===== src/sv/ssht_pkg.sv =====
// Shared constants and types for the segment/sphere hit test pipeline.
// No dependencies; every other file refers to this package by scoped names.
package ssht_pkg;

	// default coordinate width (signed Q12.12)
	localparam int COORD_BITS_DEF = 24;
	// radius width (unsigned Q11.12)
	localparam int RADIUS_BITS = 23;
	// master-side word width: hit bit padded to a byte
	localparam int OUT_W = 8;

	// decision flags that ride along with the wide products
	typedef struct packed {
		logic sphere_ok;  // sphere marked valid
		logic end_in;     // end point inside or on the sphere
		logic start_in;   // start point inside or on the sphere
		logic too_short;  // segment shorter than start-to-center distance
		logic behind;     // center lies behind the start point
		logic past_end;   // (center - end) . (end - start) < 0
	} ssht_flags_t;

endpackage


===== src/sv/ssht_sum.sv =====
// Stages 3 and 4: three-term sums, then the compares and the operands
// of the final wide test. Depends on ssht_pkg.
module ssht_sum #(
	parameter int COORD_BITS = ssht_pkg::COORD_BITS_DEF
) (
	input  logic                                  clk,
	input  logic                                  en3,
	input  logic                                  en4,
	input  logic                                  sv_s2,
	input  logic [2*ssht_pkg::RADIUS_BITS-1:0]    r2_s2,
	input  logic signed [2*COORD_BITS+1:0]        p00_s2 [3],
	input  logic signed [2*COORD_BITS+1:0]        p11_s2 [3],
	input  logic signed [2*COORD_BITS+1:0]        p22_s2 [3],
	input  logic signed [2*COORD_BITS+1:0]        p12_s2 [3],
	input  logic signed [2*COORD_BITS+1:0]        p02_s2 [3],
	output ssht_pkg::ssht_flags_t                 flags_s4,
	output logic [2*COORD_BITS+1:0]               a_s4,
	output logic [2*COORD_BITS+1:0]               b_s4,
	output logic [2*COORD_BITS+1:0]               d2_s4
);

	// D: unsigned width of a squared length; S: signed width of any sum
	localparam int D  = 2 * COORD_BITS + 2;
	localparam int S  = 2 * COORD_BITS + 3;
	localparam int RW = 2 * ssht_pkg::RADIUS_BITS;
	localparam int M  = (D > RW) ? D : RW;

	logic                  sv_s3;
	logic [RW-1:0]         r2_s3;
	logic signed [S-1:0]   d0_s3, d1_s3, d2_s3, t_s3, w_s3;
	logic [M-1:0]          d1_less_r2;

	// stage 3: sums of three products
	always_ff @(posedge clk) begin
		if (en3) begin
			sv_s3 <= sv_s2;
			r2_s3 <= r2_s2;
			d0_s3 <= S'(p00_s2[0]) + S'(p00_s2[1]) + S'(p00_s2[2]);
			d1_s3 <= S'(p11_s2[0]) + S'(p11_s2[1]) + S'(p11_s2[2]);
			d2_s3 <= S'(p22_s2[0]) + S'(p22_s2[1]) + S'(p22_s2[2]);
			t_s3  <= S'(p12_s2[0]) + S'(p12_s2[1]) + S'(p12_s2[2]);
			w_s3  <= S'(p02_s2[0]) + S'(p02_s2[1]) + S'(p02_s2[2]);
		end
	end

	// only meaningful when the start point lies outside the sphere
	assign d1_less_r2 = M'(d1_s3[D-1:0]) - M'(r2_s3);

	// stage 4: ordered tests as flags; operands of t^2 < (d1 - r2) * d2
	always_ff @(posedge clk) begin
		if (en4) begin
			flags_s4.sphere_ok <= sv_s3;
			flags_s4.end_in    <= M'(d0_s3[D-1:0]) <= M'(r2_s3);
			flags_s4.start_in  <= M'(d1_s3[D-1:0]) <= M'(r2_s3);
			flags_s4.too_short <= d2_s3[D-1:0] < d1_s3[D-1:0];
			flags_s4.behind    <= t_s3[S-1];
			flags_s4.past_end  <= w_s3[S-1];
			a_s4               <= t_s3[D-1:0];
			b_s4               <= d1_less_r2[D-1:0];
			d2_s4              <= d2_s3[D-1:0];
		end
	end

endmodule


===== config.mk =====
export PLATFORM = sky130hd
export DESIGN_NAME = ssht_sum
export DESIGN_NICKNAME = d
export VERILOG_FILES = /design/src/sv/ssht_pkg.sv /design/src/sv/ssht_sum.sv
export SDC_FILE = /design/constraint.sdc
export NUM_CORES = 2
export LEC_CHECK = 0
export BUFFER_PORTS_ARGS = -buffer_cell sky130_fd_sc_hd__buf_2
export CORE_AREA = 5 5 374 376
export CTS_CLUSTER_SIZE = 40
export DETAILED_ROUTE_END_ITERATION = 10
export DIE_AREA = 0 0 379 381
export MAX_ROUTING_LAYER = met4
export PLACE_DENSITY_LB_ADDON = 0.12
export SYNTH_ARGS = -nofsm -noshare
export SYNTH_HDL_FRONTEND = slang
export SYNTH_SLANG_ARGS = --single-unit

===== constraint.sdc =====
create_clock -name clk -period 7.55 [get_ports clk]
set_input_delay 2.265 -clock clk [delete_from_list [all_inputs] [get_ports clk]]
set_output_delay 2.265 -clock clk [all_outputs]
set_load 0.03 [all_outputs]

* Yosys cells after proc, flatten, opt, wreduce, memory -nomap -nowiden
Index checks and enable logic that the tools add are counted.
** Storage, ports and cells
- Register bits :: 455
- Output and inout port bits :: 156
- Word-level logic and storage cells :: 30
** Cells by class
- Add/subtract/negate cells :: 11
- Magnitude comparators :: 3
** Operator list (number)
- 50-bit adder :: 6
- 50-bit by 50-bit adder with 51-bit output :: 2
- 51-bit by 50-bit adder with 51-bit output :: 2
- 50-bit by 46-bit less-or-equal comparator with 1-bit output :: 2
- 50-bit less-than comparator :: 1
- 50-bit by 46-bit subtractor with 50-bit output :: 1

* Longest topological paths before layout
- Depth in word-level cells :: 2
- Depth in mapped cells :: 16

* Worst setup path after synthesis
No wires, ideal clock.
- Path type :: input to register
- Start point :: input p00_s2[1] (netlist bit)
- End point :: register d0_s3[47], data pin
- Setup time :: 0.260 ns
- Arrival :: 5.181 ns
- Data required time :: 7.290 ns
- Setup slack :: 2.109 ns
- Stages :: 13
- Cell sequence :: fa_1 > ha_1 > fa_1 > a21o_1 > a221oi_4 > a31oi_1 > a211o_1 > a21oi_4 > a211o_2 > o31ai_2 > and3_4 > a311oi_2 > xnor2_1
** Between the ends
- Word-level cells in the longest chain between the ends :: 1
** RTL lines
- from (decl) :: RTL line ssht_sum.sv:11 : input logic signed [2*COORD_BITS+1:0] p00_s2 [3],
- 50-bit adder :: RTL line ssht_sum.sv:38 : d0_s3 <= S'(p00_s2[0]) + S'(p00_s2[1]) + S'(p00_s2[2]);
- to (signal assigned) :: RTL line ssht_sum.sv:38
- to (decl) :: RTL line ssht_sum.sv:30 : logic signed [S-1:0] d0_s3, d1_s3, d2_s3, t_s3, w_s3;
No other way between the ends.
A chain may end at the register's enable or synchronous reset.

* Worst setup path after layout
- Start point :: input p12_s2[1] (netlist bit)
- End point :: register t_s3[47], data pin
** Between the ends
- Word-level cells in the longest chain between the ends :: 1
** RTL lines
- from (decl) :: RTL line ssht_sum.sv:14 : input logic signed [2*COORD_BITS+1:0] p12_s2 [3],
- 51-bit by 50-bit adder with 51-bit output :: RTL line ssht_sum.sv:41 : t_s3 <= S'(p12_s2[0]) + S'(p12_s2[1]) + S'(p12_s2[2]);
- to (signal assigned) :: RTL line ssht_sum.sv:41
- to (decl) :: RTL line ssht_sum.sv:30
No other way between the ends.

==> results.toml <==
[setup_path]
cp_data_arrival_time_ns = 6.27
cp_slowest_stage_delay_ns = 0.73
critical_path.startpoint_type = "input port"
path_class = "in2reg"
cp.required_ns = 7.93
crit_fanout = 3
setup.worst_path.end_class = "flip-flop"
path_cells = "buf_2 -> fa_1 -> ha_1 -> inv_1 -> fa_1 -> nor2b_1 -> o21ai_0 -> a21oi_1 -> o21ai_1 -> a21oi_1 -> o21ai_1 -> o41ai_1 -> nor3b_1 -> a311oi_1 -> xnor2_1"
slowest_stage = "o41ai_1"

[synth]
ys_types = 88
synth_commonest_cells = "405 x edfxtp_1, 383 x ha_1, 277 x a21oi_1"
yosysMostFrequentCell = "edfxtp_1"
synth_area_um2 = 34200
ys_top_cells_by_area = "edfxtp_1 36%, fa_1 15%, ha_1 14%"
yosys_warnings = 0
synth_flop_cell = "edfxtp_1"
synth_edf_count = 405
syn_nets = 4514
yosysSeqAreaShare_pct = 35.6
synthArstFlopShare_pct = 0
yosys.area.top_type = "edfxtp_1"
ys_seq_elements = 405
syn_avg_cell_area_um2 = 11.1
synth_top_area_share_pct = 35.6
netlist_instances = 3080

[grt]
grt_pass1_wl_um = 191000
grt_max_degree = 111
grt_overflow = 0
antenna_found_initial = 49
grt_pass1_vias = 28800
grt_usage_pct = 18.5

[pwr]
power_density_nw_per_um2 = 279
power_leakage_uw = 0.0198
ir_drop_uv = 207
total_power_uw = 12000

[floorplanning]
start_util_pct = 25.0
fp-row-count = 136
ios = 956
core-area_um2 = 136000
dieArea_um2 = 144000
die_x_um = 379
die_h_um = 381

[run]
maxCapViolCount = 0

[sta]
min_period_ns = 5.90
finClkSkew_ns = 0.0260
setup_ws_ns = 1.65
hold_viol = 0
tns_ns = 0
final_max_slew_viol_count = 0
relSlewSlack_pct = 26.5
worstMarginPinSlew_ns = 1.10
rsz0062_at_grt = "no"
fmax_mhz = 170
fin_crit_sh_pct = 78.1
setup_viol = 0

[cts]
cts_tree = "yes"
cts_hold_buf = 0
cts-root-buf = "clkbuf_16"
post_cts_resized = 0
postCtsSetupBuffers = 0
clkLatencyLatePin_ns = 0.65
htreeDepth = 2
cts_buffers = 58
cts_sinks = 405
clk_pin_slew_ns = 0.05
clk_path_buf_depth = 3

[status]
outcome = "complete, but fails checks"
failed_checks = "DRC"

[placed_design]
place_ws_ns = 1.01
routabilityCongestion = 0.912
portBuffers = 955
dp_hpwl_um = 116000

[final_layout]
drive_above_1_share_pct = 26.9
utilization_pct = 31.5
fin_nets = 5466
syn_to_final_growth_pct = 25.9

[drt]
wirelength_um = 135000
vias = 27200
drc = 4
drt-initial-drc-count = 1499
via_per_inst = 4.61
dr.pass1.iters = 10
ant_nets = 0
routedWlPerCell_um = 22.9

[worst_hold_path]
hp-class = "reg2reg"
[path summary, 6_finish.rpt]
check                  from       end  slack [ns]  cells after the start
hold reg to reg    t_s3[27]  a_s4[27]        0.41                      0
setup / recovery  p12_s2[1]  t_s3[47]        1.65                     15
setup reg to reg   d1_s3[0]  b_s4[46]        3.77                     13
hold / removal     t_s3[27]  a_s4[27]        0.41                      0
[per-stage QoR]
stage	instance area [um^2]	std cells	hold slack, ns
CTS	42900	5870	0.414
detailed placement	41000	5766	0.405
finish	43000	5901	0.414
global placement	41000	5766	0.400
floorplan	34200	3080	0.400
global route	43000	5893	0.414
[placed cells by master (no fill, tap or decap), types with 26 or more instances in the layout]
master and instances:
buf_2 953, edfxtp_1 405, ha_1 383, a21oi_1 277
inv_1 269, fa_1 251, a21o_1 229, nand2_1 161
xnor2_1 150, nor2_1 118, o21ai_0 107, xor2_1 92
nand4_1 83, clkbuf_16 59, nand3_1 54, nor2b_1 33
o21bai_1 33, diode_2 31, a31oi_1 28, and3_1 26
[final cells by class]
cell class	instances	area (um^2)
diodes	31	77.6
clock buffers	68	1510
clock inverters	36	409
fillers	14300	93500
inverters	269	1010
multi-input cells	2338	20700
flip-flops and latches	405	12200
well taps	1794	2240
repair buffers	960	4860
[logic make-up after synthesis]
family	after synthesis	share of synthesized area (%)
AOI/OAI and AO/OA	883	17.3
adders and majority gates	634	28.7
and+or+nand+nor	579	8.42
DFF	405	35.6
buffers and inverters	337	3.74
xor gates and xnor gates	242	6.20
[state kept, by name (all words and copies together), names as in the netlist]
register	flops
sv_s3	1
r2_s3	46
flags_s4	6
d2_s3	50
b_s4	50
a_s4	50
d2_s4	50
d0_s3	50
t_s3	51
w_s3	1
d1_s3	50
[worst max-delay path, delay by kind of cell]
kind	cells	cell delay, ns
buf+inv	2	0.18
compound gates	7	1.89
xor+xnor	1	0.15
fa+ha+maj	3	1.20
simple gates	2	0.59
[power by group]
group	internal, uW	leakage (uW)	switching [uW]
Clock	1690	0.000923	1120
Combinational	2090	0.0149	3420
Sequential	3350	0.00397	308
Total	7140	0.0198	4840
[per-layer routing]
| layer | part of all wire (%) | GRT usage (%) | vias up |
|---|---|---|---|
| li1 | - | - | 13200 |
| met4 | 1.9 | 3.47 | 0 |
| met1 | 42 | 22.0 | 13000 |
| met2 | 49 | 31.4 | 854 |
| met3 | 7.8 | 5.42 | 137 |
| met5 | 0 | - | - |
(Power assumes the default switching activity.)
